$ cat src/rtl/core/pfs_pkg.sv
// Shared types, codes and helpers for the printf format directive parser.
// No dependencies; used by every module under rtl/core.
package pfs_pkg;

  localparam int unsigned DefNumBits = 32;

  // Parse phases (plain vector codes)
  localparam logic [2:0] PhFlags  = 3'd0;
  localparam logic [2:0] PhWdig   = 3'd1;
  localparam logic [2:0] PhAftw   = 3'd2;
  localparam logic [2:0] PhAftdot = 3'd3;
  localparam logic [2:0] PhPdig   = 3'd4;
  localparam logic [2:0] PhType   = 3'd5;
  localparam logic [2:0] PhDone   = 3'd6;
  localparam logic [2:0] PhErr    = 3'd7;

  // Result status codes
  localparam logic [1:0] StOpen = 2'd0;
  localparam logic [1:0] StDone = 2'd1;
  localparam logic [1:0] StErr  = 2'd2;

  // Characters
  localparam logic [7:0] ChMinus = 8'h2D;
  localparam logic [7:0] ChZero  = 8'h30;
  localparam logic [7:0] ChNine  = 8'h39;
  localparam logic [7:0] ChPlus  = 8'h2B;
  localparam logic [7:0] ChSpace = 8'h20;
  localparam logic [7:0] ChHash  = 8'h23;
  localparam logic [7:0] ChStar  = 8'h2A;
  localparam logic [7:0] ChDot   = 8'h2E;

  localparam int unsigned NumConv = 9;
  localparam logic [7:0] ConvSet [NumConv] = '{
    8'h63, 8'h73, 8'h70, 8'h64, 8'h69, 8'h75, 8'h78, 8'h58, 8'h25
  };

  typedef struct packed {
    logic [2:0]         phase;
    logic               left;
    logic               zero;
    logic               plus;
    logic               space;
    logic               alt;
    logic               dot;
    logic [30:0]        width;
    logic signed [31:0] prec;
    logic [7:0]         conv;
  } pfs_state_t;

  localparam pfs_state_t StateRst = '{
    phase: PhFlags, left: 1'b0, zero: 1'b0, plus: 1'b0, space: 1'b0,
    alt: 1'b0, dot: 1'b0, width: '0, prec: '0, conv: '0
  };

  // Saturation limit 2^(nb-1)-1, capped at 2^31-1
  function automatic logic [30:0] lim_of(int unsigned nb);
    logic [63:0] one;
    one = 64'd1;
    if (nb >= 32) begin
      return '1;
    end
    return 31'((one << (nb - 1)) - one);
  endfunction

  function automatic logic is_conv(logic [7:0] c);
    logic hit;
    hit = 1'b0;
    for (int k = 0; k < NumConv; k++) begin
      if (ConvSet[k] == c) hit = 1'b1;
    end
    return hit;
  endfunction

  function automatic logic [1:0] status_of(logic [2:0] ph);
    if (ph == PhDone) return StDone;
    if (ph == PhErr) return StErr;
    return StOpen;
  endfunction

endpackage

$ cat src/rtl/core/pfs_dec_acc.sv
// Saturating decimal accumulator: acc*10 + digit, clipped at the limit.
// Depends on pfs_pkg.
module pfs_dec_acc #(
  parameter int unsigned NumBits = pfs_pkg::DefNumBits
) (
  input  logic [30:0] acc_i,
  input  logic [3:0]  digit_i,
  output logic [30:0] acc_o
);

  localparam logic [30:0] Lim = pfs_pkg::lim_of(NumBits);

  logic [34:0] prod;

  // x10 as shift-add
  assign prod  = ({4'd0, acc_i} << 3) + ({4'd0, acc_i} << 1) + {31'd0, digit_i};
  assign acc_o = (prod > {4'd0, Lim}) ? Lim : prod[30:0];

endmodule

$ cat src/rtl/core/pfs_step.sv
// One-character update of the directive state, including phase fall-through.
// Depends on pfs_pkg and pfs_dec_acc.
module pfs_step #(
  parameter int unsigned NumBits = pfs_pkg::DefNumBits
) (
  input  pfs_pkg::pfs_state_t state_i,
  input  logic                cmd_i,
  input  logic [7:0]          ch_i,
  input  logic signed [31:0]  arg_i,
  output pfs_pkg::pfs_state_t state_o,
  output logic                used_o
);

  localparam logic [30:0] Lim = pfs_pkg::lim_of(NumBits);
  localparam logic signed [32:0] LimS = $signed({2'b00, Lim});
  localparam logic signed [32:0] LoS  = -LimS - 33'sd1;

  pfs_pkg::pfs_state_t cur;
  logic [30:0] wid_dig;
  logic [30:0] prec_dig;
  logic        is_dig;
  logic [31:0] mag;
  logic [30:0] mag_sat;
  logic signed [32:0] arg_x;
  logic signed [31:0] prec_clamp;

  assign cur    = cmd_i ? pfs_pkg::StateRst : state_i;
  assign is_dig = (ch_i >= pfs_pkg::ChZero) && (ch_i <= pfs_pkg::ChNine);

  pfs_dec_acc #(.NumBits(NumBits)) u_wid_acc (
    .acc_i  (cur.width),
    .digit_i(ch_i[3:0]),
    .acc_o  (wid_dig)
  );

  // precision is never negative while digits are taken
  pfs_dec_acc #(.NumBits(NumBits)) u_prec_acc (
    .acc_i  (cur.prec[30:0]),
    .digit_i(ch_i[3:0]),
    .acc_o  (prec_dig)
  );

  // star width magnitude, most negative value saturates
  assign mag     = arg_i[31] ? (~arg_i + 32'd1) : arg_i;
  assign mag_sat = (mag > {1'b0, Lim}) ? Lim : mag[30:0];

  assign arg_x = {arg_i[31], arg_i};
  always_comb begin
    if (arg_x > LimS) begin
      prec_clamp = LimS[31:0];
    end else if (arg_x < LoS) begin
      prec_clamp = LoS[31:0];
    end else begin
      prec_clamp = arg_i;
    end
  end

  always_comb begin
    logic stop;
    stop    = 1'b0;
    state_o = cur;
    used_o  = 1'b0;
    if (cur.phase != pfs_pkg::PhDone && cur.phase != pfs_pkg::PhErr) begin
      if (state_o.phase == pfs_pkg::PhFlags) begin
        stop   = 1'b1;
        used_o = 1'b1;
        if (ch_i == pfs_pkg::ChMinus) begin
          state_o.left = 1'b1;
          state_o.zero = 1'b0;
        end else if (ch_i == pfs_pkg::ChZero) begin
          if (!state_o.left) state_o.zero = 1'b1;
        end else if (ch_i == pfs_pkg::ChPlus) begin
          state_o.plus = 1'b1;
        end else if (ch_i == pfs_pkg::ChSpace) begin
          state_o.space = 1'b1;
        end else if (ch_i == pfs_pkg::ChHash) begin
          state_o.alt = 1'b1;
        end else if (ch_i == pfs_pkg::ChStar) begin
          if (arg_i[31]) state_o.left = 1'b1;
          state_o.width = mag_sat;
          state_o.phase = pfs_pkg::PhAftw;
        end else begin
          stop          = 1'b0;
          used_o        = 1'b0;
          state_o.phase = pfs_pkg::PhWdig;
        end
      end
      if (!stop && state_o.phase == pfs_pkg::PhWdig) begin
        if (is_dig) begin
          state_o.width = wid_dig;
          stop          = 1'b1;
          used_o        = 1'b1;
        end else begin
          state_o.phase = pfs_pkg::PhAftw;
        end
      end
      if (!stop && state_o.phase == pfs_pkg::PhAftw) begin
        if (ch_i == pfs_pkg::ChDot) begin
          state_o.dot   = 1'b1;
          state_o.prec  = '0;
          state_o.phase = pfs_pkg::PhAftdot;
          stop          = 1'b1;
          used_o        = 1'b1;
        end else begin
          state_o.phase = pfs_pkg::PhType;
        end
      end
      if (!stop && state_o.phase == pfs_pkg::PhAftdot) begin
        if (ch_i == pfs_pkg::ChStar) begin
          state_o.prec  = prec_clamp;
          if (prec_clamp[31]) state_o.dot = 1'b0;
          state_o.phase = pfs_pkg::PhType;
          stop          = 1'b1;
          used_o        = 1'b1;
        end else begin
          state_o.phase = pfs_pkg::PhPdig;
        end
      end
      if (!stop && state_o.phase == pfs_pkg::PhPdig) begin
        if (is_dig) begin
          state_o.prec = $signed({1'b0, prec_dig});
          stop         = 1'b1;
          used_o       = 1'b1;
        end else begin
          state_o.phase = pfs_pkg::PhType;
        end
      end
      if (!stop) begin
        if (pfs_pkg::is_conv(ch_i)) begin
          state_o.conv  = ch_i;
          state_o.phase = pfs_pkg::PhDone;
          used_o        = 1'b1;
        end else begin
          state_o.phase = pfs_pkg::PhErr;
        end
      end
    end
  end

endmodule

$ cat src/rtl/core/printf_format_spec_parser.sv
// printf format directive parser, top level: stream ports, input and result registers.
// Depends on pfs_pkg and pfs_step (which uses pfs_dec_acc).
//
// Feed the characters that follow a percent sign one item per cycle; set the
// command bit (tuser) on the first character of each directive to clear all
// gathered state. Every item yields exactly one result item carrying the
// status (open, done, error), whether the character was consumed, and the
// flags, width, precision and conversion gathered so far. An input passes
// through the input register, then the directive state register, whose
// content is the result. Throughput is one item per cycle while the
// receiver does not hold back the result; the state update between the
// input register and the directive state register is combinational. Width and
// precision digits saturate at 2^(NUM_BITS-1)-1, capped at 2^31-1. Characters
// after done or error are ignored (consumed = 0, all fields hold). An input
// item is taken while a result is still waiting, as long as the input
// register is free.
module printf_format_spec_parser #(
  parameter int unsigned NUM_BITS = pfs_pkg::DefNumBits
) (
  input  logic        clk_i,
  input  logic        rst_ni,
  // input stream
  input  logic        s_axis_tvalid,
  output logic        s_axis_tready,
  input  logic [39:0] s_axis_tdata,  // [7:0] ch, [39:8] star_arg
  input  logic [0:0]  s_axis_tuser,  // [0] command
  // result stream
  output logic        m_axis_tvalid,
  input  logic        m_axis_tready,
  output logic [79:0] m_axis_tdata,  // [0] consumed, [1] left_align, [2] zero_pad,
                                     // [3] plus_sign, [4] space_sign, [5] alt_form,
                                     // [6] has_dot, [37:7] field_width,
                                     // [69:38] prec_value, [77:70] conversion, [79:78] 0
  output logic [1:0]  m_axis_tuser   // [1:0] status
);

  localparam logic [30:0] Lim = pfs_pkg::lim_of(NUM_BITS);

  // input register
  logic               in_vld_q;
  logic               in_cmd_q;
  logic [7:0]         in_ch_q;
  logic signed [31:0] in_arg_q;

  // directive state doubles as the result payload: it only moves when the
  // result slot is free, so it is stable while a result waits
  pfs_pkg::pfs_state_t st_q, st_d;
  logic                used_q, used_d;
  logic                out_vld_q;

  logic advance;
  logic in_take;

  assign advance       = in_vld_q && (!out_vld_q || m_axis_tready);
  assign s_axis_tready = !in_vld_q || advance;
  assign in_take       = s_axis_tvalid && s_axis_tready;

  always_ff @(posedge clk_i or negedge rst_ni) begin
    if (!rst_ni) begin
      in_vld_q <= 1'b0;
    end else if (in_take) begin
      in_vld_q <= 1'b1;
    end else if (advance) begin
      in_vld_q <= 1'b0;
    end
  end

  always_ff @(posedge clk_i) begin
    if (in_take) begin
      in_cmd_q <= s_axis_tuser[0];
      in_ch_q  <= s_axis_tdata[7:0];
      in_arg_q <= $signed(s_axis_tdata[39:8]);
    end
  end

  pfs_step #(.NumBits(NUM_BITS)) u_step (
    .state_i(st_q),
    .cmd_i  (in_cmd_q),
    .ch_i   (in_ch_q),
    .arg_i  (in_arg_q),
    .state_o(st_d),
    .used_o (used_d)
  );

  always_ff @(posedge clk_i or negedge rst_ni) begin
    if (!rst_ni) begin
      st_q      <= pfs_pkg::StateRst;
      used_q    <= 1'b0;
      out_vld_q <= 1'b0;
    end else begin
      if (advance) begin
        st_q      <= st_d;
        used_q    <= used_d;
        out_vld_q <= 1'b1;
      end else if (m_axis_tready) begin
        out_vld_q <= 1'b0;
      end
    end
  end

  assign m_axis_tvalid = out_vld_q;
  assign m_axis_tuser  = pfs_pkg::status_of(st_q.phase);
  assign m_axis_tdata  = {2'b00, st_q.conv, st_q.prec, st_q.width, st_q.dot,
                          st_q.alt, st_q.space, st_q.plus, st_q.zero, st_q.left, used_q};

  // a completed directive carries a conversion character
  a_done_has_conv: assert property (@(posedge clk_i) disable iff (!rst_ni)
    (st_q.phase == pfs_pkg::PhDone) |-> (st_q.conv != 8'd0))
    else $error("done without conversion");

  // a result in the error phase (an erroring character or one ignored after it) is never reported as consumed
  a_err_not_used: assert property (@(posedge clk_i) disable iff (!rst_ni)
    (out_vld_q && st_q.phase == pfs_pkg::PhErr) |-> !used_q)
    else $error("consumed on error");

  // width never passes the saturation limit
  a_width_sat: assert property (@(posedge clk_i) disable iff (!rst_ni)
    st_q.width <= Lim)
    else $error("width above limit");

endmodule

$ cat config.mk
export PLATFORM = sky130hd
export DESIGN_NAME = printf_format_spec_parser
export DESIGN_NICKNAME = d
export VERILOG_FILES = /design/src/rtl/core/pfs_pkg.sv /design/src/rtl/core/pfs_dec_acc.sv /design/src/rtl/core/pfs_step.sv /design/src/rtl/core/printf_format_spec_parser.sv
export SDC_FILE = /design/constraint.sdc
export NUM_CORES = 1
export LEC_CHECK = 0
export BUFFER_PORTS_ARGS = -buffer_cell sky130_fd_sc_hd__buf_2
export CORE_MARGIN = 2
export CORE_UTILIZATION = 55
export DETAILED_ROUTE_END_ITERATION = 10
export GPL_ROUTABILITY_DRIVEN = 0
export GPL_TIMING_DRIVEN = 0
export PLACE_DENSITY = 0.82
export SYNTH_ARGS = -nofsm -noshare
export SYNTH_HDL_FRONTEND = slang
export SYNTH_SLANG_ARGS = --single-unit
$ cat constraint.sdc
create_clock -name clk_i -period 4.84 [get_ports clk_i]
set_input_delay 0.242 -clock clk_i [delete_from_list [all_inputs] [get_ports clk_i]]
set_output_delay 0.242 -clock clk_i [all_outputs]
set_load 0.005 [all_outputs]
==> results.yml, run 1 <==
detailed_routing:
  first_pass_iters: 5
  drt_iter0_drc: 1067
  wl_um: 35300
  antenna_left: 0
  avgRoutedWirePerCell_um: 19.5
  dr_total_vias: 11400
  drc_errors: 0
  detail_route.vias_per_cell: 6.31
setup_path:
  worstPathCellList: "buf_4 > buf_4 > nor2b_2 > xor2_1 > ha_1 > inv_1 > fa_1 > nor2b_1 > o211ai_1 > a31o_2 > a21oi_2 > a41oi_2 > a211o_2 > o211a_1 > a2111oi_4 > buf_6 > a21oi_2"
  slowest_stage: "fa_1"
  arrival_ps: 4980
  crit_required_ps: 5160
  path_max_fanout: 10
  r2r_setup_slack_ps: 180
  end_kind: "flip-flop"
  critPathKind: "reg2reg"
  cpPeakStageDelay_ps: 470
  start_kind: "flip-flop"
timing:
  skew_ps: 8.79
  max_freq_ghz: 0.215
  finalMaxSlewViolations: 0
  tns_ps: 0
  setup_ws_ps: 179
  rsz0062_at_grt: "no"
  min_period_ps: 4660
  timing.final.crit_share_pct: 96.3
  finalSetupViolations: 0
  worstMarginPinSlew_ps: 894
  max_slew_margin_pct: 39.9
  hold_viol_final: 0
placement:
  port_buffers: 126
  dp_slack_ps: -971
  dpl.cell_count: 1733
  dp_hpwl_um: 25500
run:
  max-cap-violations: 0
finish:
  drive_gt1_share_pct: 21.6
  nets: 1688
  syn_to_final_growth_pct: 17.6
  fin_cells: 1806
  seq_area_um2: 3310
  antenna_cells: 0
  multi_input_area_um2: 7330
  fillers: 1667
floorplan:
  rows: 53
  initial_utilization_pct: 55.8
  core-area_um2: 20900
  die_w_um: 150
  dieArea_um2: 22400
  die_h_um: 150
  num_io_pins: 129
clock_network:
  htreeDepth: 4
  root_buffer: "clkbuf_16"
  cts_buffer_depth: 2
  cts_tree: "yes"
  clk_pin_slew_ps: 60
  clock_latency_ps: 440
  cts_buffers: 17
  clock_sinks: 124
power_and_ir_drop:
  peakVddDrop_mv: 0.258
  p_leak_nw: 6.59
  powerDensity_nw_per_um2: 232
grt:
  grt_overflow_total: 0
  grtUsageTotal_pct: 31.5
  first_global_vias: 10800
  grt_pass1_wl_um: 55500
  grt_max_degree: 48
  antenna_found_initial: 0
synthesis:
  synth_seq_cells: 124
  synth_adder_area_share_pct: 13.5
  synth_top_area_cell: "dfrtp_1"
  yosys_warnings: 0
  synth_area_leaders: "dfrtp_1 18%, ha_1 13%, edfxtp_1 11%, a21oi_1 7.5%, buf_4 5.3%"
  synth_cell_types: 87
  avgSynthCellArea_um2: 8.78
  synth_top_area_share_pct: 17.8
  synth_ff_type: "dfrtp_1"
  synth_compound_area_share_pct: 27.4
  ys_async_sr_fraction_pct: 66.9
  yosys-mux-area-fraction_pct: 0.322
  syn_area_um2: 11700
  seq_area_frac_synth_pct: 28.4
  synthCells: 1328
  synth_simple_gate_area_share_pct: 15.1
  synth_top_family_by_area: "compound AO/OA/AOI/OAI gates"
  synth-edff-count: 41
  synthXorXnorAreaFrac_pct: 6.08
min_path:
  hold_path_class: "in2reg"
outcome:
  outcome: "finished clean"
## synth_stat cells, drive strengths merged, types with 13 or more instances
library cell / number
a21o: 30
xor2: 35
dfrtp: 83
nand2: 81
nand2b: 15
a2bb2oi: 29
o21ai: 90
a21oi: 204
nor2: 52
nor2b: 75
nor3: 17
inv: 30
edfxtp: 41
xnor2: 46
ha: 123
buf: 100
nand3: 20
o31ai: 16
or3: 13
a31oi: 15
clkbuf: 39
## through the flow
stage | util (%) | hold slack, ps | total power, mW | area [µm²]
floorplan | - | -53.6 | 1.66 | 11700
global placement | 60.5 | 420 | 1.87 | 12600
detailed placement | 60.8 | 317 | 1.90 | 12700
CTS | 65.5 | 8.96 | 3.15 | 13700
global route | 65.6 | 2.89 | 3.30 | 13700
finish | 65.6 | 9.67 | 3.18 | 13700
## cells by family (layout without fill, tap and decap cells)
family	Yosys count	after routing
mux	3	3
compound gates	491	491
buf+inv	172	374
xor+xnor	81	81
simple gates	331	331
other cells	1	2
fa+ha+maj	125	125
flops	124	124
## worst max-delay path: cells and delay by family, from the launching register on
kind	cells	cell delay (ps)
buf+inv	4	680
xor+xnor	1	120
fa+ha+maj	2	800
simple gates	2	440
compound gates	8	2040
flops	1	440
## final cells by class
| class | count | share of cell area (%) |
|---|---|---|
| inverters | 30 | 0.821 |
| clock inverters | 13 | 0.867 |
| repair buffers | 171 | 7.99 |
| multi-input cells | 1033 | 53.5 |
| well taps | 275 | 2.51 |
| clock buffers | 19 | 3.23 |
| plain buffers | 141 | 6.96 |
| flip-flops and latches | 124 | 24.1 |
## registers in the layout, summed over array words and instances, names as in the netlist
| register | cells |
|---|---|
| used_q | 1 |
| in_ch_q | 8 |
| m_axis_tdata | 77 |
| m_axis_tvalid | 1 |
| in_arg_q | 32 |
| in_vld_q | 1 |
| in_cmd_q | 1 |
| st_q | 3 |
## routing by layer
layer / track usage [%] / vias up / share of wire [%] / routed length, µm
li1: - / 5202 / - / -
met1: 40.4 / 5379 / 39 / 13700
met2: 51.6 / 683 / 47 / 16600
met3: 5.27 / 124 / 9.7 / 3420
met4: 15.0 / 0 / 4.4 / 1560
met5: 0 / - / 0 / 0
## power by group
part / switching (mW) / total, mW / internal, mW
Clock: 0.525 / 1.25 / 0.721
Combinational: 0.385 / 0.697 / 0.311
Sequential: 0.0817 / 1.24 / 1.15
Total: 0.991 / 3.18 / 2.19
## worst paths after layout
check,start,endpoint,cells after the start
setup / recovery,in_cmd_q$_DFFE_PP_,m_axis_tdata[38]$_DFFE_PN0P_,17
hold / removal,s_axis_tdata[24],in_arg_q[16]$_DFFE_PP_,1
setup reg to reg,in_cmd_q$_DFFE_PP_,m_axis_tdata[38]$_DFFE_PN0P_,17
hold reg to reg,m_axis_tdata[77]$_DFFE_PN0P_,m_axis_tdata[77]$_DFFE_PN0P_,1
max in group asynchronous,rst_ni,m_axis_tdata[18]$_DFFE_PN0P_,3
min in group asynchronous,rst_ni,m_axis_tdata[77]$_DFFE_PN0P_,2
## timing repair
action                     4_1_cts  5_1_grt
hold buffers                    39        0
hold endpoints to repair        84        0
cloned                           0        0
resized for setup                8       17
pin swaps                        0        3
setup endpoints to repair       62       61
setup buffers                    3        0
## placed cells by master (no fill, tap or decap), types with 20 or more instances in the layout
cell type / n
buf_4: 86
edfxtp_1: 41
inv_1: 30
a2bb2oi_1: 29
xor2_1: 35
nand2_1: 81
nor2_1: 51
dfrtp_1: 83
nor2b_1: 71
dlygate4sd3_1: 40
nand3_1: 20
clkbuf_1: 31
a21oi_1: 173
a21oi_2: 31
ha_1: 123
a21o_1: 30
xnor2_1: 46
buf_2: 133
o21ai_0: 87
No activity file was read; power rests on OpenSTA's default activity.
==> run 2, diff against run 1 <==
MAX_ROUTING_LAYER = met4   (was default)
==> run 2 against run 1 <==
  * Core utilization is essentially flat
  * Die area unchanged
  * Sequential share of layout area about the same
  * Total power barely moved
  * Global-route usage grew 0.91 points
  * First-iteration DRC count is 4.4% higher
  * Non-clock buffer count stayed put
  * Design area barely moved
  * Worst hold slack gained 7.6 ps
  * Sequential power hardly changed
  * Critical endpoint is now m_axis_tdata[51]$_DFFE_PN0P_
  * Largest cell class unchanged
  * Largest power group is now sequential cells
==> results.yml, run 2 (synthesis results as in run 1) <==
finish:
  final_util_pct: 65.7
  nets: 1688
  syn_to_final_growth_pct: 17.6
  mostFrequentLayoutCells: "173 x a21oi_1, 133 x buf_2, 123 x ha_1, 88 x o21ai_0, 86 x buf_4"
  multi_input_area_um2: 7340
  seq_area_um2: 3310
  antenna_cells: 0
  drive_gt1_share_pct: 21.6
  fillers: 1666
  largest_reg_flops: 77
  layout_commonest_cell: "a21oi_1"
  fin_cells: 1806
detailed_routing:
  drc_errors: 0
  dr_total_vias: 11400
  detail_route.vias_per_cell: 6.31
  avgRoutedWirePerCell_um: 19.5
  drt_iter0_drc: 1114
  m1WireLength_um: 14100
  wl_met2_um: 16400
  dr.max_layer_used: "met4"
  antenna_left: 0
  wl_um: 35300
  first_pass_iters: 6
  dr_wl_met3_um: 3090
timing:
  finalMaxSlewViolations: 0
  timing.final.crit_share_pct: 96.2
  min_period_ps: 4660
  finalSetupViolations: 0
  max_freq_ghz: 0.215
  worstMarginPinSlew_ps: 933
  rsz0062_at_grt: "no"
  fin_hold_ws_ps: 17.2
  max_slew_margin_pct: 37.3
  hold_viol_final: 0
  skew_ps: 6.68
  tns_ps: 0
grt:
  antenna_found_initial: 0
  grt_max_degree: 48
  grt_overflow_total: 0
  first_global_vias: 10800
  grtUsageTotal_pct: 32.4
  grt_pass1_wl_um: 55400
floorplan:
  dieArea_um2: 22400
  initial_utilization_pct: 55.8
  core-area_um2: 20900
  die_h_um: 150
  num_io_pins: 129
  rows: 53
  die_w_um: 150
min_path:
  hold_path_class: "in2reg"
  min_to: "in_arg_q[20]$_DFFE_PP_"
  hold_path_depth: 1
  hp-start: "s_axis_tdata[28]"
setup_path:
  crit_start: "in_cmd_q$_DFFE_PP_"
  end_kind: "flip-flop"
  critPathKind: "reg2reg"
  start_kind: "flip-flop"
  rr_worst_depth: 17
  r2r_setup_slack_ps: 180
  crit_required_ps: 5160
  r2r-end: "m_axis_tdata[51]$_DFFE_PN0P_"
  timing.rr.start: "in_cmd_q$_DFFE_PP_"
  path_max_fanout: 10
  arrival_ps: 4970
power_and_ir_drop:
  finalPower_mw: 3.18
  p_sw_share_pct: 31.2
  clockPowerShare_pct: 39.2
  peakVddDrop_mv: 0.256
  power_switching_mw: 0.991
  p_leak_nw: 6.59
  pwr-share-seq_pct: 38.9
  pwr-share-comb_pct: 21.9
  power.internal_mw: 2.19
  powerDensity_nw_per_um2: 232
placement:
  dp_hpwl_um: 25500
  port_buffers: 126
  dpl.cell_count: 1733
clock_network:
  clk_pin_slew_ps: 60
  clock_sinks: 124
  clock_latency_ps: 440
  htreeDepth: 4
  cts_buffers: 17
  root_buffer: "clkbuf_16"
  cts_tree: "yes"
  cts_buffer_depth: 2
run:
  max-cap-violations: 0
outcome:
  outcome: "finished clean"
-- run 2: cell count changes in the layout (fill, tap and decap cells not counted) --
cell      previous run  this run
a211oi_2             1         2
o21ai_0             87        88
a211oi_1            10         9
o21ai_1              2         1
-- run 2: worst max path at each step --
stage / cells after the start / end
after floorplan: 17 / m_axis_tdata[41]$_DFFE_PN0P_
final: 17 / m_axis_tdata[51]$_DFFE_PN0P_
after detailed placement: 18 / m_axis_tdata[13]$_DFFE_PN0P_
after CTS: 18 / m_axis_tdata[33]$_DFFE_PN0P_
after global placement: 18 / m_axis_tdata[12]$_DFFE_PN0P_
after global routing: 18 / m_axis_tdata[10]$_DFFE_PN0P_
-- run 2: cell type report --
| class | instances | share of cell area [%] |
|---|---|---|
| multi-input combinational | 1033 | 53.5 |
| sequential | 124 | 24.1 |
| buffer | 141 | 6.96 |
| clock inverter | 13 | 0.867 |
| inverter | 30 | 0.821 |
| clock buffer | 19 | 3.23 |
| tap | 275 | 2.51 |
| timing repair buffer | 171 | 7.99 |
-- run 2: power by group through the flow --
stage          registers (mW)  logic (mW)  clock network (mW)
2_1_floorplan            1.21       0.451                   0
3_3_place_gp             1.25       0.623                   0
3_5_place_dp             1.25       0.645                   0
4_1_cts                  1.23       0.679                1.24
5_1_grt                  1.24       0.757                1.30
6_report                 1.24       0.697                1.24
-- run 2: metrics by stage --
step                      setup slack, ps  instance area (µm²)
after floorplan                       307                11700
after global placement               -851                12600
after detailed placement             -971                12700
after CTS                            40.3                13700
after global routing                 5.73                13700
final                                 182                13700
-- run 2: metal layers --
layer / vias to the layer above / track usage (%)
met1: 5369 / 40.4
met5: - / -
met4: 0 / 15.2
met2: 671 / 51.7
met3: 142 / 5.00
li1: 5212 / -
-- run 2: worst max-delay path, stage by stage (launching register included) --
cell and delay (ps):
edfxtp_1 440, buf_4 180, buf_4 170, nor2b_2 280, xor2_1 120, ha_1 330, inv_1 60, fa_1 460
nor2b_1 170, o211ai_1 140, a31o_2 290, a21oi_2 250, a41oi_2 240, a211o_2 460, o211a_1 260, a2111oi_4 340
buf_6 250, a21oi_2 80
-- run 2: repair_timing --
action                                 4_1_cts  5_1_grt
setup buffers                                3        0
pin swaps                                    0        3
resized for setup                            8       17
endpoints found under the hold margin       84        0
setup endpoints to repair                   62       61
hold buffers                                39        0
==> run 3, diff against run 2 <==
==> constraint.sdc (replaced) <==
create_clock -name clk_i -period 4.84 [get_ports clk_i]
set_input_delay 0 -clock clk_i [delete_from_list [all_inputs] [get_ports clk_i]]
set_output_delay 0 -clock clk_i [all_outputs]
set_load 0.005 [all_outputs]
==> run 3 against run 2 <==
  * First-iteration DRC count rose by 0.36%
  * Worst hold slack gained 130 ps
  * Critical path type unchanged
  * Critical endpoint is now m_axis_tdata[38]$_DFFE_PN0P_
  * Clock skew is 2.9 ps higher
==> results.yml, run 3 (synthesis results as in run 1) <==
floorplan:
  rows: 53
  dieArea_um2: 22400
  num_io_pins: 129
  core-area_um2: 20900
  die_h_um: 150
  initial_utilization_pct: 55.8
  die_w_um: 150
setup_path:
  path_max_fanout: 10
  crit_required_ps: 5160
  slowest_stage: "edfxtp_1"
  rr_worst_depth: 15
  crit_top_cell: "ha_1"
  end_kind: "flip-flop"
  r2r_setup_slack_ps: 200
  arrival_ps: 4960
  worstPathCellList: "clkbuf_4 > clkbuf_2 > nor2b_1 > ha_1 > ha_1 > nand2_1 > or3_1 > or4_1 > a211oi_2 > nor4_1 > nor4b_2 > o211ai_4 > a2111oi_4 > buf_6 > a21oi_2"
  critPathKind: "reg2reg"
  r2r-end: "m_axis_tdata[38]$_DFFE_PN0P_"
  start_kind: "flip-flop"
  cpPeakStageDelay_ps: 440
  timing.rr.start: "in_cmd_q$_DFFE_PP_"
grt:
  grtUsageTotal_pct: 32.7
  grt_max_degree: 48
  grt_overflow_total: 0
  antenna_found_initial: 0
  grt_pass1_wl_um: 56000
  first_global_vias: 10800
clock_network:
  clk_pin_slew_ps: 60
  root_buffer: "clkbuf_16"
  clock_latency_ps: 440
  cts_tree: "yes"
  htreeDepth: 4
  cts_buffers: 17
  cts_buffer_depth: 2
  clock_sinks: 124
timing:
  worstMarginPinSlew_ps: 905
  setup_ws_ps: 201
  fin_hold_ws_ps: 147
  min_period_ps: 4640
  hold_viol_final: 0
  timing.final.crit_share_pct: 95.9
  finalSetupViolations: 0
  finalMaxSlewViolations: 0
  rsz0062_at_grt: "no"
  max_slew_margin_pct: 39.2
  skew_ps: 9.54
  max_freq_ghz: 0.216
detailed_routing:
  dr_total_vias: 11400
  antenna_left: 0
  detail_route.vias_per_cell: 6.30
  drt_iter0_drc: 1118
  first_pass_iters: 5
  wl_um: 35500
  avgRoutedWirePerCell_um: 19.6
  drc_errors: 0
placement:
  dp_slack_ps: -971
  port_buffers: 126
  dp_hpwl_um: 25500
run:
  max-cap-violations: 0
finish:
  syn_to_final_growth_pct: 18.1
  drive_gt1_share_pct: 21.5
  mostFrequentLayoutCells: "173 x a21oi_1, 133 x buf_2, 123 x ha_1, 88 x o21ai_0, 86 x buf_4"
  largest_reg_flops: 77
  nets: 1693
  final_util_pct: 65.9
  layout_commonest_cell: "a21oi_1"
  antenna_cells: 0
min_path:
  hold_path_class: "in2async"
outcome:
  outcome: "finished clean"
power_and_ir_drop:
  peakVddDrop_mv: 0.263
  p_leak_nw: 6.61
  powerDensity_nw_per_um2: 231
run 3: per-stage QoR:
step	cell area [µm²]	TNS, ps	instances	power (mW)
floorplan	11700	0	1329	1.66
global placement	12600	-45520	1730	1.87
detailed placement	12700	-50590	1733	1.90
CTS	13700	0	1812	3.16
global route	13800	0	1811	3.30
finish	13800	0	1811	3.18
run 3: where the power goes:
part | internal, mW | switching [mW]
clock network | 0.721 | 0.524
logic | 0.315 | 0.386
registers | 1.15 | 0.0817
total | 2.19 | 0.991
run 3: worst max path at each step:
stage,from,to,depth (start not counted)
floorplan,in_cmd_q$_DFFE_PP_,m_axis_tdata[41]$_DFFE_PN0P_,17
global placement,in_cmd_q$_DFFE_PP_,m_axis_tdata[12]$_DFFE_PN0P_,18
detailed placement,in_cmd_q$_DFFE_PP_,m_axis_tdata[13]$_DFFE_PN0P_,18
CTS,in_cmd_q$_DFFE_PP_,m_axis_tdata[33]$_DFFE_PN0P_,18
global route,in_cmd_q$_DFFE_PP_,m_axis_tdata[10]$_DFFE_PN0P_,17
finish,in_cmd_q$_DFFE_PP_,m_axis_tdata[38]$_DFFE_PN0P_,15
run 3: timing repair:
action                                 in CTS  in global routing
pin swaps                                   0                  3
setup endpoints to repair                  62                 61
gates resized for setup                     8                 17
gates cloned                                0                  0
hold buffers                               45                  0
endpoints found under the hold margin      89                  0
setup buffers                               3                  0
run 3: final cells by class:
cell class / count / area, µm²
buffer: 140 / 951
clock buffer: 19 / 443
clock inverter: 13 / 119
fill: 1657 / 7120
inverter: 30 / 113
multi-input combinational: 1033 / 7340
sequential: 124 / 3310
tap: 275 / 344
timing repair buffer: 177 / 1160
run 3: worst max-delay path, delay by kind of cell (launching register included):
kind | cells | cell delay (ps)
AO/OA/AOI/OAI | 4 | 920
adder cells (fa/ha/maj) | 2 | 680
buffers and inverters | 3 | 770
flip-flops | 1 | 440
AND/OR/NAND/NOR | 6 | 1690
run 3: metal layers:
layer | up-vias | wire (µm) | track usage, %
met1 | 5363 | 13700 | 40.8
met2 | 676 | 16700 | 52.5
li1 | 5227 | - | -
met5 | - | 0 | -
met3 | 141 | 3380 | 4.88
met4 | 0 | 1640 | 15.4
